File: config.mk
export PLATFORM = sky130hd
export DESIGN_NAME = record_header_checksum_validator_top_flat
export DESIGN_NICKNAME = d
export VERILOG_FILES = /design/src/rtl/rhcv_pkg.sv /design/src/rtl/rhcv_req_if.sv /design/src/rtl/rhcv_rsp_if.sv /design/src/rtl/rhcv_csr_if.sv /design/src/rtl/rhcv_term_step.sv /design/src/rtl/rhcv_record.sv /design/src/rtl/record_header_checksum_validator_top.sv /design/src/flat_wrapper.sv
export SDC_FILE = /design/constraint.sdc
export NUM_CORES = 1
export LEC_CHECK = 0
export BUFFER_PORTS_ARGS = -buffer_cell sky130_fd_sc_hd__buf_2
export CORE_MARGIN = 10
export CORE_UTILIZATION = 30
export DETAILED_ROUTE_END_ITERATION = 8
export HOLD_SLACK_MARGIN = 0.02
export PLACE_DENSITY = 0.57
export SYNTH_ARGS = -nofsm -noshare
export SYNTH_HDL_FRONTEND = slang
export SYNTH_SLANG_ARGS = --single-unit
File: constraint.sdc
create_clock -name clock -period 21.1 [get_ports clock]
set_input_delay 2.11 -clock clock [delete_from_list [all_inputs] [get_ports clock]]
set_output_delay 2.11 -clock clock [all_outputs]
set_load 0.02 [all_outputs]
File: src/rtl/rhcv_pkg.sv
// ----------------------------------------------------------------------------
// Record header checksum validator package
// Shared types, status codes and constants of the record validator.
// ----------------------------------------------------------------------------
package rhcv_pkg;

   localparam int TRAILER_BYTES = 4;
   localparam logic [15:0] LOAD_ADDR_RESET = 16'h0100;
   localparam logic [7:0] FIRST_TERM_BIAS = 8'd7;
   localparam logic [7:0] ALPHA_STEP = 8'd17;
   localparam logic [7:0] BETA_STEP = 8'd31;
   localparam logic [15:0] TERM_MODULUS = 16'hFFFF;

   localparam logic [1:0] STATUS_VERIFIED = 2'd0;
   localparam logic [1:0] STATUS_TOO_SHORT = 2'd1;
   localparam logic [1:0] STATUS_BAD_HEADER = 2'd2;
   localparam logic [1:0] STATUS_MISMATCH = 2'd3;

   typedef struct packed {
      logic [7:0] data_byte;
      logic       is_last;
   } item_type;

   typedef struct packed {
      logic [1:0]  status;
      logic [15:0] computed_checksum;
      logic [31:0] stored_checksum;
   } result_type;

   function automatic logic [7:0] magic_byte(input logic [1:0] idx);
      logic [7:0] value;
      case (idx)
         2'd0: value = 8'h41;
         2'd1: value = 8'h4E;
         2'd2: value = 8'h4B;
         2'd3: value = 8'h48;
         default: value = 8'h00;
      endcase
      return value;
   endfunction

endpackage

File: src/rtl/rhcv_req_if.sv
// ----------------------------------------------------------------------------
// Record validator request channel
// Carries one record byte and its last-byte mark per request.
// ----------------------------------------------------------------------------
interface rhcv_req_if;
   logic       valid;
   logic       ready;
   logic [7:0] data_byte;
   logic       is_last;

   modport source (output valid, output data_byte, output is_last, input ready);
   modport sink (input valid, input data_byte, input is_last, output ready);
endinterface

File: src/rtl/rhcv_rsp_if.sv
// ----------------------------------------------------------------------------
// Record validator result channel
// Carries the status and both checksum words of one record.
// ----------------------------------------------------------------------------
interface rhcv_rsp_if;
   logic        valid;
   logic        ready;
   logic [1:0]  status;
   logic [15:0] computed_checksum;
   logic [31:0] stored_checksum;

   modport source (output valid, output status, output computed_checksum,
                   output stored_checksum, input ready);
   modport sink (input valid, input status, input computed_checksum,
                 input stored_checksum, output ready);
endinterface

File: src/rtl/rhcv_csr_if.sv
// ----------------------------------------------------------------------------
// Record validator configuration channel
// Write channel for the expected load address register.
// ----------------------------------------------------------------------------
interface rhcv_csr_if;
   logic        valid;
   logic        ready;
   logic [15:0] data;

   modport source (output valid, output data, input ready);
   modport sink (input valid, input data, output ready);
endinterface

File: src/rtl/rhcv_term_step.sv
// ----------------------------------------------------------------------------
// Record validator recurrence step
// One step of the three-term checksum recurrence, reduced modulo 65535.
// ----------------------------------------------------------------------------
module rhcv_term_step
   import rhcv_pkg::*;
(
   input  logic [7:0]  pos,
   input  logic [7:0]  data_byte,
   input  logic [15:0] older_term,
   input  logic [15:0] newer_term,
   output logic [15:0] next_term
);

   logic [7:0]  alpha;
   logic [7:0]  beta;
   logic [24:0] plus;
   logic [24:0] minus;
   logic        negative;
   logic [24:0] diff;
   logic [16:0] folded;
   logic [15:0] residue;

   always_comb begin
      alpha = 8'(pos * ALPHA_STEP);
      beta = 8'(pos * BETA_STEP);
      plus = 25'({1'b0, data_byte} + {1'b0, alpha}) * 25'(newer_term);
      minus = 25'(beta) * 25'(older_term);
      negative = plus < minus;
      diff = negative ? (minus - plus) : (plus - minus);
      // 2^16 is one more than the modulus, so the upper part folds onto the lower.
      folded = {1'b0, diff[15:0]} + {8'd0, diff[24:16]};
      if (folded >= {1'b0, TERM_MODULUS}) begin
         residue = 16'(folded - {1'b0, TERM_MODULUS});
      end else begin
         residue = folded[15:0];
      end
      if (!negative) begin
         next_term = residue;
      end else if (residue == 16'd0) begin
         next_term = 16'd1;
      end else if (residue == 16'd1) begin
         next_term = 16'd0;
      end else begin
         next_term = 16'(17'h10000 - {1'b0, residue});
      end
   end

endmodule

File: src/rtl/rhcv_record.sv
// ----------------------------------------------------------------------------
// Record validator record state
// Tracks header, checksum and trailer of the current record and registers
// the result at the last byte.
// ----------------------------------------------------------------------------
module rhcv_record
   import rhcv_pkg::*;
#(
   parameter int RECORD_BYTES = 96
)
(
   input  logic       clock,
   input  logic       reset,
   input  logic       item_valid,
   input  item_type   item,
   output logic       item_taken,
   input  logic [15:0] load_addr,
   output logic       res_valid,
   output result_type res,
   input  logic       res_ready
);

   localparam int PosW = $clog2(RECORD_BYTES + 1);
   localparam int BodyBytes = RECORD_BYTES - TRAILER_BYTES;

   logic [PosW-1:0] pos_ff, pos_in;
   logic [15:0]     older_ff, older_in;
   logic [15:0]     newer_ff, newer_in;
   logic            header_good_ff, header_good_in;
   logic [31:0]     trailer_ff, trailer_in;
   logic            res_valid_ff, res_valid_in;
   result_type      res_ff, res_in;

   logic            absorbing;
   logic            header_ok;
   logic [15:0]     step_term;
   logic [PosW-1:0] trailer_offset;
   logic [PosW-1:0] count_after;

   rhcv_term_step u_term_step (
      .pos        ({{(8 - PosW){1'b0}}, pos_ff}),
      .data_byte  (item.data_byte),
      .older_term (older_ff),
      .newer_term (newer_ff),
      .next_term  (step_term)
   );

   assign item_taken = item_valid && (!item.is_last || !res_valid_ff || res_ready);
   assign absorbing = pos_ff < PosW'(RECORD_BYTES);
   assign trailer_offset = pos_ff - PosW'(BodyBytes);

   always_comb begin
      header_ok = 1'b1;
      if (pos_ff < PosW'(4)) begin
         header_ok = item.data_byte == magic_byte(pos_ff[1:0]);
      end else if (pos_ff == PosW'(4)) begin
         header_ok = item.data_byte == load_addr[7:0];
      end else if (pos_ff == PosW'(5)) begin
         header_ok = item.data_byte == load_addr[15:8];
      end
   end

   always_comb begin
      pos_in = pos_ff;
      older_in = older_ff;
      newer_in = newer_ff;
      header_good_in = header_good_ff;
      trailer_in = trailer_ff;
      if (item_taken && absorbing) begin
         pos_in = pos_ff + PosW'(1);
         header_good_in = header_good_ff && header_ok;
         if (pos_ff < PosW'(BodyBytes)) begin
            if (pos_ff == '0) begin
               newer_in = {8'd0, item.data_byte} + {8'd0, FIRST_TERM_BIAS};
            end else begin
               older_in = newer_ff;
               newer_in = step_term;
            end
         end else begin
            trailer_in = trailer_ff | (32'(item.data_byte) << {trailer_offset[1:0], 3'b000});
         end
      end
   end

   // A complete record has passed its checksum and header bytes before its last byte.
   assign count_after = pos_in;

   always_comb begin
      res_in = res_ff;
      res_valid_in = res_valid_ff;
      if (res_ready) begin
         res_valid_in = 1'b0;
      end
      if (item_taken && item.is_last) begin
         res_valid_in = 1'b1;
         if (count_after < PosW'(RECORD_BYTES)) begin
            res_in.status = STATUS_TOO_SHORT;
            res_in.computed_checksum = 16'd0;
            res_in.stored_checksum = 32'd0;
         end else begin
            if (!header_good_ff) begin
               res_in.status = STATUS_BAD_HEADER;
            end else if (trailer_in != {16'd0, newer_ff}) begin
               res_in.status = STATUS_MISMATCH;
            end else begin
               res_in.status = STATUS_VERIFIED;
            end
            res_in.computed_checksum = newer_ff;
            res_in.stored_checksum = trailer_in;
         end
      end
   end

   always_ff @(posedge clock) begin
      if (reset || (item_taken && item.is_last)) begin
         pos_ff <= '0;
         older_ff <= 16'd1;
         newer_ff <= 16'd1;
         header_good_ff <= 1'b1;
         trailer_ff <= 32'd0;
      end else begin
         pos_ff <= pos_in;
         older_ff <= older_in;
         newer_ff <= newer_in;
         header_good_ff <= header_good_in;
         trailer_ff <= trailer_in;
      end
   end

   always_ff @(posedge clock) begin
      if (reset) begin
         res_valid_ff <= 1'b0;
      end else begin
         res_valid_ff <= res_valid_in;
      end
   end

   always_ff @(posedge clock) begin
      res_ff <= res_in;
   end

   assign res_valid = res_valid_ff;
   assign res = res_ff;

`ifndef NO_ASSERTIONS
   assert property (@(posedge clock) disable iff (reset) pos_ff <= PosW'(RECORD_BYTES))
      else $error("Byte position ran past the record size.");

   assert property (@(posedge clock) disable iff (reset)
      item_taken && item.is_last |=> pos_ff == '0 && header_good_ff && trailer_ff == 32'd0)
      else $error("Record state was not cleared after the last byte.");

   assert property (@(posedge clock) disable iff (reset)
      res_valid_ff && res_ff.status == STATUS_VERIFIED
      |-> res_ff.stored_checksum == {16'd0, res_ff.computed_checksum})
      else $error("Verified record reports differing checksums.");

   assert property (@(posedge clock) disable iff (reset)
      res_valid_ff && res_ff.status == STATUS_TOO_SHORT
      |-> res_ff.stored_checksum == 32'd0 && res_ff.computed_checksum == 16'd0)
      else $error("Short record reports non-zero checksums.");

   assert property (@(posedge clock) disable iff (reset)
      res_valid_ff && !res_ready && !(item_taken && item.is_last) |=> $stable(res_ff))
      else $error("Pending result changed without a new record.");
`endif

endmodule

File: src/rtl/record_header_checksum_validator_top.sv
// A request's result is valid once it has passed the input register and the result register.
// One request per cycle unless a last byte waits; the recurrence step is combinational.
// A last byte waits in the input register while the previous result is not taken.
// Reset is synchronous: it clears the record state and the pending result and
// sets the expected load address to 0x0100.
// ----------------------------------------------------------------------------
// Record header checksum validator
// Checks the header and trailer checksum of fixed-size records, one byte per
// request, and reports one result per record.
// ----------------------------------------------------------------------------
module record_header_checksum_validator_top
   import rhcv_pkg::*;
#(
   parameter int RECORD_BYTES = 96
)
(
   input logic          clock,
   input logic          reset,
   rhcv_req_if.sink     req_bus,
   rhcv_rsp_if.source   rsp_bus,
   rhcv_csr_if.sink     csr_bus
);

   logic        in_valid_ff, in_valid_in;
   item_type    in_item_ff, in_item_in;
   logic [15:0] load_addr_ff, load_addr_in;
   logic        item_taken;
   logic        res_valid;
   result_type  res;

   assign req_bus.ready = !in_valid_ff || item_taken;
   assign csr_bus.ready = 1'b1;

   always_comb begin
      in_valid_in = in_valid_ff;
      in_item_in = in_item_ff;
      if (req_bus.ready) begin
         in_valid_in = req_bus.valid;
         in_item_in.data_byte = req_bus.data_byte;
         in_item_in.is_last = req_bus.is_last;
      end
      load_addr_in = load_addr_ff;
      if (csr_bus.valid) begin
         load_addr_in = csr_bus.data;
      end
   end

   always_ff @(posedge clock) begin
      if (reset) begin
         in_valid_ff <= 1'b0;
         load_addr_ff <= LOAD_ADDR_RESET;
      end else begin
         in_valid_ff <= in_valid_in;
         load_addr_ff <= load_addr_in;
      end
   end

   always_ff @(posedge clock) begin
      in_item_ff <= in_item_in;
   end

   rhcv_record #(
      .RECORD_BYTES (RECORD_BYTES)
   ) u_record (
      .clock      (clock),
      .reset      (reset),
      .item_valid (in_valid_ff),
      .item       (in_item_ff),
      .item_taken (item_taken),
      .load_addr  (load_addr_ff),
      .res_valid  (res_valid),
      .res        (res),
      .res_ready  (rsp_bus.ready)
   );

   assign rsp_bus.valid = res_valid;
   assign rsp_bus.status = res.status;
   assign rsp_bus.computed_checksum = res.computed_checksum;
   assign rsp_bus.stored_checksum = res.stored_checksum;

endmodule
File: src/flat_wrapper.sv
// flat-port wrapper written by rule: the top's interface ports become plain ports
module record_header_checksum_validator_top_flat import rhcv_pkg::*;
#(
   parameter int RECORD_BYTES = 96
)
  (clock, reset, req_bus_valid, req_bus_data_byte, req_bus_is_last, req_bus_ready, rsp_bus_valid, rsp_bus_status, rsp_bus_computed_checksum, rsp_bus_stored_checksum, rsp_bus_ready, csr_bus_valid, csr_bus_data, csr_bus_ready);
  rhcv_req_if req_bus_i ();
  rhcv_rsp_if rsp_bus_i ();
  rhcv_csr_if csr_bus_i ();
  input logic clock;
  input logic reset;
  input wire logic [$bits(req_bus_i.valid)-1:0] req_bus_valid;
  input wire logic [$bits(req_bus_i.data_byte)-1:0] req_bus_data_byte;
  input wire logic [$bits(req_bus_i.is_last)-1:0] req_bus_is_last;
  output wire logic [$bits(req_bus_i.ready)-1:0] req_bus_ready;
  output wire logic [$bits(rsp_bus_i.valid)-1:0] rsp_bus_valid;
  output wire logic [$bits(rsp_bus_i.status)-1:0] rsp_bus_status;
  output wire logic [$bits(rsp_bus_i.computed_checksum)-1:0] rsp_bus_computed_checksum;
  output wire logic [$bits(rsp_bus_i.stored_checksum)-1:0] rsp_bus_stored_checksum;
  input wire logic [$bits(rsp_bus_i.ready)-1:0] rsp_bus_ready;
  input wire logic [$bits(csr_bus_i.valid)-1:0] csr_bus_valid;
  input wire logic [$bits(csr_bus_i.data)-1:0] csr_bus_data;
  output wire logic [$bits(csr_bus_i.ready)-1:0] csr_bus_ready;
  assign req_bus_i.valid = req_bus_valid;
  assign req_bus_i.data_byte = req_bus_data_byte;
  assign req_bus_i.is_last = req_bus_is_last;
  assign req_bus_ready = req_bus_i.ready;
  assign rsp_bus_valid = rsp_bus_i.valid;
  assign rsp_bus_status = rsp_bus_i.status;
  assign rsp_bus_computed_checksum = rsp_bus_i.computed_checksum;
  assign rsp_bus_stored_checksum = rsp_bus_i.stored_checksum;
  assign rsp_bus_i.ready = rsp_bus_ready;
  assign csr_bus_i.valid = csr_bus_valid;
  assign csr_bus_i.data = csr_bus_data;
  assign csr_bus_ready = csr_bus_i.ready;
  record_header_checksum_validator_top #(.RECORD_BYTES(RECORD_BYTES)) u_core (.clock(clock), .reset(reset), .req_bus(req_bus_i), .rsp_bus(rsp_bus_i), .csr_bus(csr_bus_i));
endmodule
==> impl_metrics.json, run 1 <==
{
  "drt_iter0_drc": 1079,
  "gr-total-overflow": 0,
  "cts_buffers": 17,
  "syn_inst": 2289,
  "synthFlopType": "dfxtp_1",
  "nNetsFinal": 2721,
  "min_period_over_period_pct": 84.1,
  "final_layout_size_suffix_gt1_share_pct": 7.44,
  "fill_cells": 6738,
  "wire_per_inst_um": 17.3,
  "io_pins": 83,
  "cp-end-kind": "flip-flop",
  "clkTransAtPathRegs_ns": 0.07,
  "synth-async-reset-ratio_pct": 0,
  "drt_wl_total_um": 55100,
  "min_period_ns": 17.74,
  "critPathSlowestCell": "xnor2_1",
  "grt_usage_pct": 14.7,
  "critPathMaxFanout": 31,
  "cts_num_sinks": 149,
  "routabilityCongestion": 0.939,
  "drv_cap": 0,
  "viasPerCell": 4.99,
  "critPathMaxStageDelay_ns": 0.97,
  "wl_met3_um": 3630,
  "top_layer": "met4",
  "insertion_delay_ns": 0.45,
  "start_kind": "flip-flop",
  "grt_setup_unrepaired": "false",
  "finClkSkew_ns": 0.0165,
  "grt_pass1_vias": 16300,
  "critPathKind": "flip-flop to flip-flop",
  "setup_viol": 0,
  "place_inst": 3147,
  "fmax_ghz": 0.0564,
  "synth-edff-count": 59,
  "final_cell_count_no_fill": 3180,
  "ys_seq_area_share_pct": 18.4,
  "hold_buffers": 0,
  "status": "finished clean",
  "root_buffer": "clkbuf_16",
  "ys_types": 85,
  "start_util_pct": 30.2,
  "ys_seq_elements": 149,
  "cts_tree": "yes",
  "tightest_slew_ns": 1.26,
  "grt_max_degree": 64,
  "path_buf_inv": 8,
  "report.final.slew_viol_count": 0,
  "cts_buffer_depth": 2,
  "routedLengthMet1_um": 25000,
  "timing.slew.headroom_pct": 15.7,
  "placementRows": 93,
  "die-height_um": 274,
  "dr.pass1.iters": 5,
  "grt_pass1_wl_um": 88900,
  "cp.required_ns": 21.46,
  "die_x_um": 274,
  "antenna_left": 0,
  "die_area_mm2": 0.0753,
  "synth_warnings": 0,
  "antenna_found_initial": 0,
  "fin_tns_setup_ns": 0,
  "drc": 0,
  "critPathTopFamily": "adder cells",
  "layout_commonest_cell": "inv_1",
  "cts_setup_buffers": 0,
  "dp_hpwl_um": 43900,
  "syn_area_mm2": 0.0194,
  "syn_nets": 2699,
  "htree_levels": 4,
  "syn_area_per_cell_um2": 8.48,
  "ctsResizeCount": 0,
  "min_path_type": "flip-flop to flip-flop",
  "met2_length_um": 25200,
  "port_buffers": 81,
  "syn_to_final_growth_pct": 9.51,
  "fp.coreArea_mm2": 0.0642,
  "crit_arrival_ns": 18.10,
  "layout_common_cells": "inv_1, nand2_1, fa_1",
  "vias": 15900,
  "hold_viol_final": 0
}
==> final timing paths <==
path / cells past startpoint / from / end / slack (ns)
max reg2reg: 66 / u_core.u_record.pos_ff[1] / u_core.u_record.newer_ff[13] / 3.36
min reg2reg: 2 / u_core.u_record.trailer_ff[7] / u_core.u_record.trailer_ff[7] / 0.50
max: 66 / u_core.u_record.pos_ff[1] / u_core.u_record.newer_ff[13] / 3.36
min: 2 / u_core.u_record.trailer_ff[7] / u_core.u_record.trailer_ff[7] / 0.50
==> logic make-up after synthesis <==
group | share of synthesized area, %
flops | 18.4
mux | 1.46
other cells | 0.0193
fa+ha+maj | 32.1
compound gates | 14.8
simple gates | 18.2
xor+xnor | 7.04
buf+inv | 7.95
==> worst min-delay path: stages, from the launching register on <==
cell	delay, ns
dfxtp_1	0.31
a21oi_1	0.06
nor2_1	0.09
==> final cells by class <==
class,count,area [um^2],share of cell area (%)
timing repair buffer,100,548,2.58
clock buffer,17,425,2.00
sequential,149,3570,16.8
inverter,309,1160,5.45
clock inverter,15,161,0.759
tap,855,1070,5.03
antenna,1,2.50,0.0118
multi-input combinational,1734,14300,67.4
==> per-stage QoR <==
stage               instance area [um^2]  setup slack, ns  utilization (%)  hold WS, ns
floorplan                          19400             5.79                -        0.449
global placement                   20700             3.84             32.2        0.472
detailed placement                 20700             3.47             32.2        0.476
CTS                                21300             3.40             33.1        0.492
global route                       21300             1.63             33.1        0.522
finish                             21300             3.36             33.1        0.495
==> sequential cells by signal (all words and copies together) (netlist names) <==
register	count
u_core.u_record.older_ff	16
u_core.u_record.header_good_ff	1
u_core.u_record.pos_ff	7
u_core.in_item_ff	9
u_core.u_record.res	50
u_core.u_record.res_valid	1
u_core.u_record.trailer_ff	32
u_core.u_record.newer_ff	16
u_core.in_valid_ff	1
u_core.load_addr_ff	16
==> routing by layer <==
metal  up-vias  GRT usage [%]
li1       7552              -
met1      7823           19.8
met4         0           4.29
met2       432           23.5
met3        66           2.85
met5         -              0
==> cells in the mapped netlist, types with 30 or more instances <==
cell / count / area, um^2
and2_1: 157 / 982
nand2b_1: 30 / 188
edfxtp_1: 59 / 1770
o21ai_0: 62 / 310
xor2_1: 49 / 429
clkbuf_1: 79 / 297
inv_1: 308 / 1160
ha_1: 182 / 2280
a21o_1: 49 / 368
nand3_1: 33 / 165
a21oi_1: 161 / 806
fa_1: 198 / 3960
dfxtp_1: 90 / 1800
nor2_1: 176 / 661
xnor2_1: 107 / 937
nand2_1: 220 / 826
Power of run 1 is not shown: default switching activity piles up to over one toggle a cycle in this logic, so the estimate is an artifact.
==> run 2, diff against run 1 <==
- PLACE_DENSITY: 0.57 -> 0.58
- clock period: 21.1 -> 15.2 ns (I/O delays scaled with it)
==> run 2 against run 1 <==
Wire length fell by 1.2%. Fmax rose by 23%. Setup slack got worse by 2.6 ns. Flip-flop and latch count did not move. Clock skew fell by 0.0048 ns. Critical path type unchanged.
==> impl_metrics.json, run 2 (synthesized netlist as in run 1, its figures left out) <==
{
  "largest_reg_flops": 50,
  "report.final.slew_viol_count": 0,
  "layout_setup_ws_ns": 0.793,
  "die_x_um": 274,
  "place_inst": 3186,
  "r2r_cells": 66,
  "min_period_ns": 14.41,
  "critPathSlowestCell": "fa_1",
  "tightest_slew_ns": 1.01,
  "drc": 0,
  "grt_setup_unrepaired": "true",
  "placementRows": 93,
  "htree_levels": 4,
  "antenna_found_initial": 0,
  "fin_tns_setup_ns": 0,
  "layout_common_cells": "inv_1, nand2_1, fa_1",
  "io_pins": 83,
  "fp.coreArea_mm2": 0.0642,
  "root_buffer": "clkbuf_16",
  "whs_ns": 0.489,
  "critPathMaxFanout": 9,
  "grt_usage_pct": 14.6,
  "diodes": 0,
  "final_cell_count_no_fill": 3229,
  "nNetsFinal": 2771,
  "fmax_ghz": 0.0694,
  "clkTransAtPathRegs_ns": 0.07,
  "setup_viol": 0,
  "viasPerCell": 4.90,
  "critPathKind": "flip-flop to flip-flop",
  "start_kind": "flip-flop",
  "grt_pass1_wl_um": 88900,
  "syn_to_final_growth_pct": 12.9,
  "min_period_over_period_pct": 94.8,
  "wire_per_inst_um": 16.9,
  "cts_buffers": 17,
  "port_buffers": 81,
  "cts_tree": "yes",
  "cp.required_ns": 15.57,
  "dp_hpwl_um": 42700,
  "layout_commonest_cell": "inv_1",
  "grt_pass1_vias": 16200,
  "finClkSkew_ns": 0.0117,
  "grt_max_degree": 48,
  "min_path_type": "flip-flop to flip-flop",
  "pre_cts_ws_ns": -0.0695,
  "crit_arrival_ns": 14.77,
  "cp-end-kind": "flip-flop",
  "die-height_um": 274,
  "antenna_left": 0,
  "hold_viol_final": 0,
  "drv_cap": 0,
  "drt_iter0_drc": 1005,
  "vias": 15800,
  "whs_path_depth": 2,
  "gr-total-overflow": 0,
  "critPathMaxStageDelay_ns": 0.57,
  "insertion_delay_ns": 0.44,
  "hold_buffers": 0,
  "start_util_pct": 30.2,
  "cts_num_sinks": 149,
  "final_layout_size_suffix_gt1_share_pct": 11.2,
  "timing.slew.headroom_pct": 32.5,
  "routabilityCongestion": 0.902,
  "status": "finished clean",
  "dr.pass1.iters": 7,
  "drt_wl_total_um": 54400,
  "fill_cells": 6831,
  "cts_buffer_depth": 2,
  "die_area_mm2": 0.0753
}
run 2: changes by cell type in the layout (fill, tap and decap cells not counted), moves of 3 or more:
cell	previous run	this run
a21oi_1	161	147
a21oi_2	6	18
o21ai_0	62	54
a211oi_1	14	11
nor3_1	27	23
o21ai_1	4	10
nor3_2	1	4
buf_4	19	68
run 2: per-stage QoR:
stage / utilization, % / cell area (um^2)
after detailed placement: 32.6 / 21000
after floorplan: - / 19400
final: 34.1 / 21900
after CTS: 33.6 / 21600
after global placement: 32.6 / 21000
after global routing: 34.1 / 21900
run 2: path summary, 6_finish.rpt:
path / startpoint / endpoint / slack (ns)
max: u_core.u_record.pos_ff[0] / u_core.u_record.newer_ff[13] / 0.79
min: u_core.u_record.trailer_ff[29] / u_core.u_record.trailer_ff[29] / 0.49
max reg2reg: u_core.u_record.pos_ff[0] / u_core.u_record.newer_ff[13] / 0.79
min reg2reg: u_core.u_record.trailer_ff[29] / u_core.u_record.trailer_ff[29] / 0.49
run 2: timing repair:
item                       CTS  global route
resized for setup            9            56
pin swaps                    1            27
setup buffers                0            11
setup endpoints to repair   15            16
run 2: critical path: cells and delay by family (launching register included):
kind / cells / cell delay, ns
muxes: 1 / 0.35
DFF: 1 / 0.33
buffers and inverters: 7 / 0.67
AOI/OAI and AO/OA: 31 / 5.73
and+or+nand+nor: 11 / 1.35
xor gates and xnor gates: 4 / 0.60
adders and majority gates: 12 / 5.30
run 2: layout make-up:
| type | count | area [um^2] | area share (%) |
|---|---|---|---|
| Multi-Input combinational cell | 1734 | 14600 | 66.6 |
| Sequential cell | 149 | 3580 | 16.3 |
| Inverter | 309 | 1160 | 5.29 |
| Tap cell | 855 | 1070 | 4.88 |
| Timing Repair Buffer | 150 | 936 | 4.27 |
| Clock buffer | 18 | 429 | 1.96 |
| Clock inverter | 14 | 155 | 0.708 |
run 2: per-layer routing:
metal	up-vias	track usage, %	part of all wire, %
met5	-	0	0
met4	0	2.89	1.7
met3	43	1.67	3.7
met2	312	25.1	49
met1	7828	19.5	45
li1	7640	-	-
Power of run 2 is left out for the same reason.
==> run 3, diff against run 2 <==
- CTS_BUF_LIST: unset -> sky130_fd_sc_hd__clkbuf_4 sky130_fd_sc_hd__clkbuf_8 sky130_fd_sc_hd__clkbuf_16
==> run 3 against run 2 <==
Die area unchanged. Non-clock buffer count did not move. Design area about the same. Hold slack got worse by 0.0020 ns. Clock-buffer cell count unchanged. Critical path type unchanged.
==> impl_metrics.json, run 3 (synthesized netlist as in run 1, its figures left out) <==
{
  "die-height_um": 274,
  "routabilityCongestion": 0.902,
  "nNetsFinal": 2771,
  "insertion_delay_ns": 0.44,
  "critPathKind": "flip-flop to flip-flop",
  "cts_buffers": 17,
  "wire_per_inst_um": 16.8,
  "critPathMaxStageDelay_ns": 0.57,
  "min_period_over_period_pct": 94.8,
  "hold_buffers": 0,
  "cts_buffer_depth": 2,
  "syn_to_final_growth_pct": 13.0,
  "fin_area_mm2": 0.0219,
  "htree_levels": 4,
  "cts_tree": "yes",
  "drt_iter0_drc": 1016,
  "dp_hpwl_um": 42700,
  "tightest_slew_ns": 1.01,
  "whs_ns": 0.487,
  "setup_viol": 0,
  "start_kind": "flip-flop",
  "pre_cts_ws_ns": -0.0695,
  "viasPerCell": 4.89,
  "layout_common_cells": "inv_1, nand2_1, fa_1",
  "cp.required_ns": 15.57,
  "finClkSkew_ns": 0.0101,
  "cts_num_sinks": 149,
  "placementRows": 93,
  "grt_max_degree": 48,
  "gr-total-overflow": 0,
  "min_period_ns": 14.40,
  "fp.coreArea_mm2": 0.0642,
  "die_x_um": 274,
  "grt_usage_pct": 14.6,
  "grt_pass1_vias": 16200,
  "cp-end-kind": "flip-flop",
  "critPathMaxFanout": 9,
  "layout_setup_ws_ns": 0.797,
  "timing.slew.headroom_pct": 32.5,
  "dr.pass1.iters": 8,
  "root_buffer": "clkbuf_16",
  "vias": 15800,
  "place_area_mm2": 0.0210,
  "status": "finished clean",
  "largest_reg_flops": 50,
  "port_buffers": 81,
  "report.final.slew_viol_count": 0,
  "final_layout_size_suffix_gt1_share_pct": 11.3,
  "grt_pass1_wl_um": 88900,
  "drt_wl_total_um": 54400,
  "start_util_pct": 30.2,
  "drc": 0,
  "critPathSlowestCell": "fa_1",
  "fmax_ghz": 0.0694,
  "crit_arrival_ns": 14.77,
  "hold_viol_final": 0,
  "layout_commonest_cell": "inv_1",
  "finalCoreUtilization_pct": 34.1,
  "io_pins": 83,
  "min_path_type": "flip-flop to flip-flop",
  "clkTransAtPathRegs_ns": 0.07,
  "drv_cap": 0,
  "diodes": 0,
  "grt_setup_unrepaired": "true",
  "die_area_mm2": 0.0753,
  "antenna_found_initial": 0,
  "antenna_left": 0
}
==> run 3: path summary, 6_finish.rpt <==
path | from | to | slack (ns) | cells past startpoint
max reg2reg | u_core.u_record.pos_ff[0] | u_core.u_record.newer_ff[13] | 0.80 | 66
min | u_core.u_record.trailer_ff[26] | u_core.u_record.trailer_ff[26] | 0.49 | 2
max | u_core.u_record.pos_ff[0] | u_core.u_record.newer_ff[13] | 0.80 | 66
min reg2reg | u_core.u_record.trailer_ff[26] | u_core.u_record.trailer_ff[26] | 0.49 | 2
==> run 3: cell type report <==
type | instances | area (um^2)
Sequential cell | 149 | 3580
Tap cell | 855 | 1070
Multi-Input combinational cell | 1734 | 14600
Timing Repair Buffer | 150 | 936
Inverter | 309 | 1160
Fill cell | 6832 | 42300
Clock inverter | 14 | 155
Clock buffer | 18 | 433
==> run 3: worst max-delay path, delay by kind of cell, from the launching register on <==
family / cells / cell delay (ns)
xor gates and xnor gates: 4 / 0.60
and+or+nand+nor: 11 / 1.35
adders and majority gates: 12 / 5.30
DFF: 1 / 0.33
muxes: 1 / 0.35
buffers and inverters: 7 / 0.67
AOI/OAI and AO/OA: 31 / 5.73
==> run 3: per-layer routing <==
metal	vias to the layer above	part of all wire, %	wire, um	global-route usage, %
met5	-	0	0	0
met4	0	1.8	956	2.89
met3	43	3.7	2030	1.67
met2	314	49	26800	25.1
met1	7807	45	24600	19.5
li1	7640	-	-	-
==> run 3: metrics by stage <==
step,setup TNS (ns),cells
after floorplan,0,2289
after global placement,0,3186
after detailed placement,-0.161,3186
after CTS,0,3218
after global routing,-0.448,3229
final,0,3229
==> run 3: what timing repair did <==
action                                 CTS  global route
gates resized for setup                  9            56
endpoints found under the hold margin    0             0
setup endpoints to repair               15            16
setup buffers                            0            11
pin swaps                                1            27
Power of run 3 is left out for the same reason.
